## config.mk

```make
export PLATFORM = sky130hd
export DESIGN_NAME = count_log_bucket_cross_hash_unit
export DESIGN_NICKNAME = d
export VERILOG_FILES = /design/src/hdl/clbch_pkg.sv /design/src/hdl/clbch_ratio.sv /design/src/hdl/count_log_bucket_cross_hash_unit.sv
export SDC_FILE = /design/constraint.sdc
export NUM_CORES = 2
export LEC_CHECK = 0
export ABC_AREA = 1
export BUFFER_PORTS_ARGS = -buffer_cell sky130_fd_sc_hd__clkbuf_2
export CAP_MARGIN = 25
export CELL_PAD_IN_SITES_DETAIL_PLACEMENT = 0
export CELL_PAD_IN_SITES_GLOBAL_PLACEMENT = 1
export CORE_MARGIN = 5
export CORE_UTILIZATION = 46
export CTS_BUF_LIST = sky130_fd_sc_hd__clkbuf_8
export DETAILED_ROUTE_END_ITERATION = 12
export PLACE_DENSITY_LB_ADDON = 0.05
export SETUP_SLACK_MARGIN = 0.15
export SLEW_MARGIN = 20
export SYNTH_ARGS = -nofsm -noshare
export SYNTH_HDL_FRONTEND = slang
export SYNTH_SLANG_ARGS = --single-unit
```

## constraint.sdc

```tcl
create_clock -name clk -period 6.4 [get_ports clk]
set_input_delay 0.64 -clock clk [delete_from_list [all_inputs] [get_ports clk]]
set_output_delay 0.64 -clock clk [all_outputs]
set_load 0.05 [all_outputs]
```

## src/hdl/clbch_pkg.sv

```systemverilog
// ----------------------------------------------------------------------------
// clbch_pkg: shared constants and helpers
// Bucket width, hash constants and the time33 step used by the pipeline.
// ----------------------------------------------------------------------------
package clbch_pkg;

	localparam int DEF_COUNT_BITS = 32;
	localparam int BKT_W = 6;          // full bucket value, up to 63
	localparam int OUT_BKT_W = 5;
	localparam int HASH_W = 31;
	localparam logic [31:0] TIME33_SEED = 32'd5381;
	localparam logic [7:0] CHAR_ZERO = 8'h30;
	localparam logic [7:0] CHAR_UNDERSCORE = 8'h5F;

	function automatic logic [31:0] t33(input logic [31:0] h, input logic [7:0] c);
		t33 = (h << 5) + h + {24'd0, c};
	endfunction

	// hash the decimal text of a bucket (0..63, one or two digits)
	function automatic logic [31:0] t33_dec(input logic [31:0] h, input logic [BKT_W-1:0] v);
		logic [3:0] tens;
		logic [3:0] ones;
		logic [31:0] r;
		tens = 4'd0;
		if (v >= 6'd60) tens = 4'd6;
		else if (v >= 6'd50) tens = 4'd5;
		else if (v >= 6'd40) tens = 4'd4;
		else if (v >= 6'd30) tens = 4'd3;
		else if (v >= 6'd20) tens = 4'd2;
		else if (v >= 6'd10) tens = 4'd1;
		ones = 4'(v - (6'(tens) * 6'd10));
		r = h;
		if (tens != 4'd0) r = t33(r, CHAR_ZERO + {4'd0, tens});
		t33_dec = t33(r, CHAR_ZERO + {4'd0, ones});
	endfunction

endpackage

```

## src/hdl/clbch_ratio.sv

```systemverilog
// ----------------------------------------------------------------------------
// clbch_ratio: registered ratio bucket
// Floor-log2 of a/b by leading-one compare; one register stage.
// ----------------------------------------------------------------------------
module clbch_ratio #(
	parameter int COUNT_BITS = clbch_pkg::DEF_COUNT_BITS
) (
	input  logic                            clk,
	input  logic [COUNT_BITS-1:0]           a,
	input  logic [COUNT_BITS-1:0]           b,
	input  logic [clbch_pkg::BKT_W-1:0]     la,   // floor log2 a (0 for 0)
	input  logic [clbch_pkg::BKT_W-1:0]     lb,
	input  logic [clbch_pkg::BKT_W-1:0]     abkt, // count bucket of a
	output logic [clbch_pkg::BKT_W-1:0]     rbkt
);
	import clbch_pkg::*;

	// floor(log2(floor(a/b))) is d or d-1 with d = la-lb; pick by (b<<d) <= a
	logic [BKT_W-1:0]        d;
	logic [2*COUNT_BITS-1:0] bsh;
	logic                    fits;
	logic [BKT_W-1:0]        r;

	always_comb begin
		d = la - lb;
		bsh = {{COUNT_BITS{1'b0}}, b} << d;
		fits = bsh <= {{COUNT_BITS{1'b0}}, a};
		if (b == '0) r = abkt;
		else if (a == '0) r = '0;
		else if (a < b) r = BKT_W'(1);
		else begin
			r = fits ? d : d - BKT_W'(1);
			if (r == '0) r = BKT_W'(1);
		end
	end

	always_ff @(posedge clk) begin
		rbkt <= r;
	end
endmodule

```

## src/hdl/count_log_bucket_cross_hash_unit.sv

```systemverilog
// ----------------------------------------------------------------------------
// count_log_bucket_cross_hash_unit: count buckets, ratio buckets, cross hashes
// Four-stage pipeline from four counts to six buckets and three hashes.
// ----------------------------------------------------------------------------
// A start is registered through v_s1, v_s2 and v_s3 into done; the output
// registers load on the same edge as done.
// Throughput: one word per cycle; busy is always low, no stall path.
// Stages: s1 install select + leading-one search, s2 ratio compare,
// s3 first hash half (x and underscore), s4 second hash half.
// Reset clears the valid bits only; payload registers are not reset.
module count_log_bucket_cross_hash_unit #(
	parameter int COUNT_BITS = clbch_pkg::DEF_COUNT_BITS
) (
	input  logic                               clk,
	input  logic                               arst_n,
	input  logic                               start,
	output logic                               busy,
	input  logic [31:0]                        imp_count,
	input  logic [31:0]                        click_count,
	input  logic [31:0]                        install_count,
	input  logic [31:0]                        fallback_install_count,
	output logic                               done,
	output logic [clbch_pkg::OUT_BKT_W-1:0]    imp_bucket,
	output logic [clbch_pkg::OUT_BKT_W-1:0]    click_bucket,
	output logic [clbch_pkg::OUT_BKT_W-1:0]    install_bucket,
	output logic [clbch_pkg::OUT_BKT_W-1:0]    imp_per_click_bucket,
	output logic [clbch_pkg::OUT_BKT_W-1:0]    imp_per_install_bucket,
	output logic [clbch_pkg::OUT_BKT_W-1:0]    click_per_install_bucket,
	output logic [clbch_pkg::HASH_W-1:0]       imp_cross_hash,
	output logic [clbch_pkg::HASH_W-1:0]       imp_install_cross_hash,
	output logic [clbch_pkg::HASH_W-1:0]       click_install_cross_hash
);
	import clbch_pkg::*;

	localparam int CB = COUNT_BITS;
	localparam int IN_W = 32;

	// no stall path: a word may enter every cycle
	assign busy = 1'b0;

	// mask / extend an input to COUNT_BITS (upper bits are zero when wider)
	function automatic logic [CB-1:0] fit(input logic [IN_W-1:0] x);
		logic [CB+IN_W-1:0] e;
		e = {{CB{1'b0}}, x};
		fit = e[CB-1:0];
	endfunction

	function automatic logic [BKT_W-1:0] flog2(input logic [CB-1:0] x);
		logic [BKT_W-1:0] r;
		r = '0;
		for (int i = 0; i < CB; i++)
			if (x[i]) r = BKT_W'(i);
		flog2 = r;
	endfunction

	function automatic logic [BKT_W-1:0] cbkt(input logic [CB-1:0] x, input logic [BKT_W-1:0] l);
		if (x == '0) cbkt = '0;
		else if (l == '0) cbkt = BKT_W'(1);
		else cbkt = l;
	endfunction

	// ---- stage 1: install select, leading-one positions ----
	logic          v_s1;
	logic [CB-1:0] imp_s1, clk_s1, ins_s1;
	logic [BKT_W-1:0] li_s1, lc_s1, ln_s1;
	logic [CB-1:0] imp_m, clk_m, ins_m;

	always_comb begin
		imp_m = fit(imp_count);
		clk_m = fit(click_count);
		ins_m = fit(install_count);
		if (ins_m == '0) ins_m = fit(fallback_install_count);
	end

	always_ff @(posedge clk) begin
		imp_s1 <= imp_m;
		clk_s1 <= clk_m;
		ins_s1 <= ins_m;
		li_s1 <= flog2(imp_m);
		lc_s1 <= flog2(clk_m);
		ln_s1 <= flog2(ins_m);
	end

	// ---- stage 2: count buckets and ratio buckets ----
	logic             v_s2;
	logic [BKT_W-1:0] bi_s2, bc_s2, bn_s2, ric_s2, rii_s2, rci_s2;
	logic [BKT_W-1:0] bi_c, bc_c, bn_c;

	assign bi_c = cbkt(imp_s1, li_s1);
	assign bc_c = cbkt(clk_s1, lc_s1);
	assign bn_c = cbkt(ins_s1, ln_s1);

	always_ff @(posedge clk) begin
		bi_s2 <= bi_c;
		bc_s2 <= bc_c;
		bn_s2 <= bn_c;
	end

	clbch_ratio #(.COUNT_BITS(CB)) u_ric (.clk(clk), .a(imp_s1), .b(clk_s1),
		.la(li_s1), .lb(lc_s1), .abkt(bi_c), .rbkt(ric_s2));
	clbch_ratio #(.COUNT_BITS(CB)) u_rii (.clk(clk), .a(imp_s1), .b(ins_s1),
		.la(li_s1), .lb(ln_s1), .abkt(bi_c), .rbkt(rii_s2));
	clbch_ratio #(.COUNT_BITS(CB)) u_rci (.clk(clk), .a(clk_s1), .b(ins_s1),
		.la(lc_s1), .lb(ln_s1), .abkt(bc_c), .rbkt(rci_s2));

	// ---- stage 3: hash prefix "x_" ----
	logic             v_s3;
	logic [BKT_W-1:0] bi_s3, bc_s3, bn_s3, ric_s3, rii_s3, rci_s3;
	logic [31:0]      hi_s3, hc_s3;

	always_ff @(posedge clk) begin
		bi_s3 <= bi_s2;
		bc_s3 <= bc_s2;
		bn_s3 <= bn_s2;
		ric_s3 <= ric_s2;
		rii_s3 <= rii_s2;
		rci_s3 <= rci_s2;
		hi_s3 <= t33(t33_dec(TIME33_SEED, bi_s2), CHAR_UNDERSCORE);
		hc_s3 <= t33(t33_dec(TIME33_SEED, bc_s2), CHAR_UNDERSCORE);
	end

	// ---- stage 4: hash suffix y, output register ----
	logic [31:0] h1, h2, h3;
	assign h1 = t33_dec(hi_s3, ric_s3);
	assign h2 = t33_dec(hi_s3, rii_s3);
	assign h3 = t33_dec(hc_s3, rci_s3);

	always_ff @(posedge clk) begin
		imp_bucket <= bi_s3[OUT_BKT_W-1:0];
		click_bucket <= bc_s3[OUT_BKT_W-1:0];
		install_bucket <= bn_s3[OUT_BKT_W-1:0];
		imp_per_click_bucket <= ric_s3[OUT_BKT_W-1:0];
		imp_per_install_bucket <= rii_s3[OUT_BKT_W-1:0];
		click_per_install_bucket <= rci_s3[OUT_BKT_W-1:0];
		imp_cross_hash <= h1[HASH_W-1:0];
		imp_install_cross_hash <= h2[HASH_W-1:0];
		click_install_cross_hash <= h3[HASH_W-1:0];
	end

	// valid bits
	always_ff @(posedge clk or negedge arst_n) begin
		if (!arst_n) begin
			v_s1 <= 1'b0;
			v_s2 <= 1'b0;
			v_s3 <= 1'b0;
			done <= 1'b0;
		end else begin
			v_s1 <= start && !busy;
			v_s2 <= v_s1;
			v_s3 <= v_s2;
			done <= v_s3;
		end
	end

`ifndef SYNTH
	a_latency: assert property (@(posedge clk) disable iff (!arst_n)
		start |-> ##4 done) else $error("word lost in pipeline");
	a_no_spurious: assert property (@(posedge clk) disable iff (!arst_n)
		done |-> $past(v_s3)) else $error("done without a stage 3 word");
	a_ratio_zero: assert property (@(posedge clk) disable iff (!arst_n)
		v_s2 && bi_s2 == '0 |-> ric_s2 == '0 && rii_s2 == '0)
		else $error("zero numerator gave nonzero ratio");
`endif
endmodule

```

==> qor.csv <==
metric,value,unit
finalSetupViolCount,0,
status,"complete, no violations",
fin_setup_tns,0,ns
final_antenna_net_count,0,
io_pins,256,
track_usage,26.42,%
drt_iter0_markers,1675,
endpoint_kind,register,
ys_async_sr_fraction,1.130,%
drc_errors,0,
power_density,631.7,mW/mm2
cp-start-kind,register,
insertion_delay,0.68,ns
seqPwrFrac,14.9,%
p_clk_share,10.1,%
postSynthAreaPerCell,7.039,um2
wl_per_cell,17.69,um
grt_pass1_wl,157.1,mm
finalWirelength,101.9,mm
port_buffers,254,
clockBufferDepth,3,
path_clk_slew,0.06,ns
report.final.slew_viol_count,0,
cts_sinks,354,
numCtsBuffers,66,
syn_inst,4529,
p_int,10.66,mW
setup_ws,0.7119,ns
path_class,register to register,
cp_common_cell,nand2_1,
final.period_utilization,88.88,%
rsz0062_at_grt,yes,
core,0.06871,mm2
cts_tree,done,
via_per_inst,5.235,
ys_ff_latch,354,
grt_pass1_vias,29190,
num_vias,30160,
dr.pass1.iters,6,
max_clock_freq,175.8,MHz
slowest_delay,0.39,ns
switchingPower,11.88,mW
syn2layout_area_growth,11.92,%
hold_viol,0,
ir_drop,0.0004999,V
gp_congestion,0.9823,
yosysWarnings,0,
antenna_found_initial,2,
finalPower,22.54,mW
drive_above_1_share,11.24,%
ctsRootBufferMaster,clkbuf_8,
required,6.91,ns
die_w,273.3,um
grt_overflow,0,
utilization,51.93,%
slowest_stage,fa_1,
die_h,273.3,um
p_comb_share,74.9,%
nets,5461,
fin_crit,5.688,ns
hpwl,85.01,mm
worstPathArrival,6.20,ns
switching_share,52.72,%
hold_path_class,input port to register,
p_leak,18.38,nW
start_util,46.40,%
synth_top_flop_cell,dfxtp_1,
skew,0.04733,ns
htree_levels,3,
holdWs,0.07643,ns
synth_edf_count,0,
ys_types,72,
synthesis.area,0.03188,mm2
ys_seq_area_share,22.29,%
dieArea,0.07467,mm2
worst_slew_pin_slew,1.027,ns
cp_max_fo,5,
grt_max_degree,68,
drv_cap,0,
relSlewSlack,31.04,%
rows,96,
dp_slack,0.1115,ns
## critical path: cells and delay by family (launching register included)
family / cells / cell delay (ns)
simple gates: 17 / 1.68
compound gates: 9 / 1.46
flops: 1 / 0.36
buf+inv: 6 / 0.45
xor+xnor: 1 / 0.37
fa+ha+maj: 4 / 1.20
## cells by family after synthesis
kind of cell	Yosys count	synth area share (%)
AOI/OAI and AO/OA	1011	17.70
xor gates and xnor gates	214	6.154
adders and majority gates	549	21.97
buffers and inverters	674	8.419
DFF	354	22.29
muxes	38	1.193
other	1	0.01176
and+or+nand+nor	1688	22.26
## final cells by class
cell class | instances | area (um2)
clock inverter | 39 | 316.6
clock buffer | 77 | 1060
timing repair buffer | 301 | 1643
antenna | 1 | 2.502
tap | 931 | 1165
sequential | 354 | 7116
multi-input combinational | 3502 | 22290
fill | 7190 | 33030
inverter | 556 | 2090
## sequential cells by signal (all words and copies together), names as in the netlist, 6 cells and up
name	flops
u_rci.rbkt	6
u_rii.rbkt	6
rii_s3	6
rci_s3	6
imp_s1	32
imp_install_cross_hash	31
hc_s3	25
hi_s3	25
clk_s1	32
u_ric.rbkt	6
ins_s1	32
ric_s3	6
click_install_cross_hash	31
imp_cross_hash	31
## per-layer routing
layer  GRT usage (%)  up-vias  routed length [um]  share of wire [%]
li1                -    15700                   -                  -
met2           46.46      670               48820                 48
met5               0        -                   0                  0
met1           32.02    13590               43410                 43
met3           3.602      207                4522                4.4
met4           12.09        0                5183                5.1
## synth_stat cells (all sizes together) (2+ instances only)
library cell  instances  share of area (%)
a32o                  3              0.094
xnor3                 2               0.14
a21o                  5               0.12
buf                  72                1.3
o21bai               26               0.61
xor2                160                4.5
a21boi               10               0.24
inv                 554                6.5
a211oi               14               0.35
dfrtp                 4               0.31
a31oi                29               0.59
o31ai                 8               0.19
clkbuf               46               0.54
nor4                 56                1.1
o2111ai               3              0.082
clkinv                2              0.024
o221ai               10               0.27
ha                  531                 21
o21a                 38               0.89
fa                   18                1.1
nor3                 38               0.71
o21ai               449                7.2
or2                  39               0.77
o211ai               19               0.46
nand3               125                2.0
nand4                68                1.3
a311oi                2              0.055
a221oi                6               0.16
nor2                383                4.5
xnor2                52                1.5
o311ai                3              0.082
mux2i                38                1.2
o221a                 2              0.071
nand2               969                 12
a31o                  2              0.082
a21oi               373                5.9
dfxtp               350                 22
o22ai                 6               0.12
o21ba                 2              0.063
nand3b                7               0.16
## timing repair
action,in CTS,in global routing
gates resized for setup,1,50
buffers inserted,0,6
endpoints found under the setup margin,1,25
endpoints found under the hold margin,4,0
pin swaps,0,9
hold buffers,1,0
## cells in the final DEF, fill, tap and decap left out, types with 113 or more instances in the layout
cell      synthesis  layout
dfxtp_1         350     345
ha_1            531     526
o21ai_1         106     113
nand2_1         959     958
inv_1           530     549
clkbuf_2          0     254
xor2_1          155     153
a21oi_1         368     358
nor2_1          381     373
nand3_1         123     123
o21ai_0         330     321
## power by group through the flow
stage	clock, mW	combinational [mW]	sequential (mW)
floorplan	0	12.0	4.48
global placement	0	16.6	3.42
detailed placement	0	16.7	3.42
CTS	2.38	16.8	3.38
global route	2.48	19.3	3.42
finish	2.29	16.9	3.37
## per-stage QoR
step | instance area [um2] | instances
floorplan | 31880 | 4530
global placement | 34070 | 5636
detailed placement | 34080 | 5637
CTS | 35470 | 5754
global route | 35680 | 5761
finish | 35680 | 5761
## path summary, 6_finish.rpt
kind / startpoint / end / slack [ns] / cells past startpoint
min reg2reg: u_rii.rbkt[4] / rii_s3[4] / 0.31 / 0
min: click_count[28] / clk_s1[28] / 0.08 / 1
max: rii_s3[4] / imp_install_cross_hash[30] / 0.71 / 37
max reg2reg: rii_s3[4] / imp_install_cross_hash[30] / 0.71 / 37
min in group asynchronous: arst_n / done / 0.34 / 2
max in group asynchronous: arst_n / v_s2 / 5.94 / 2
Power figures use the tool's default switching activity.
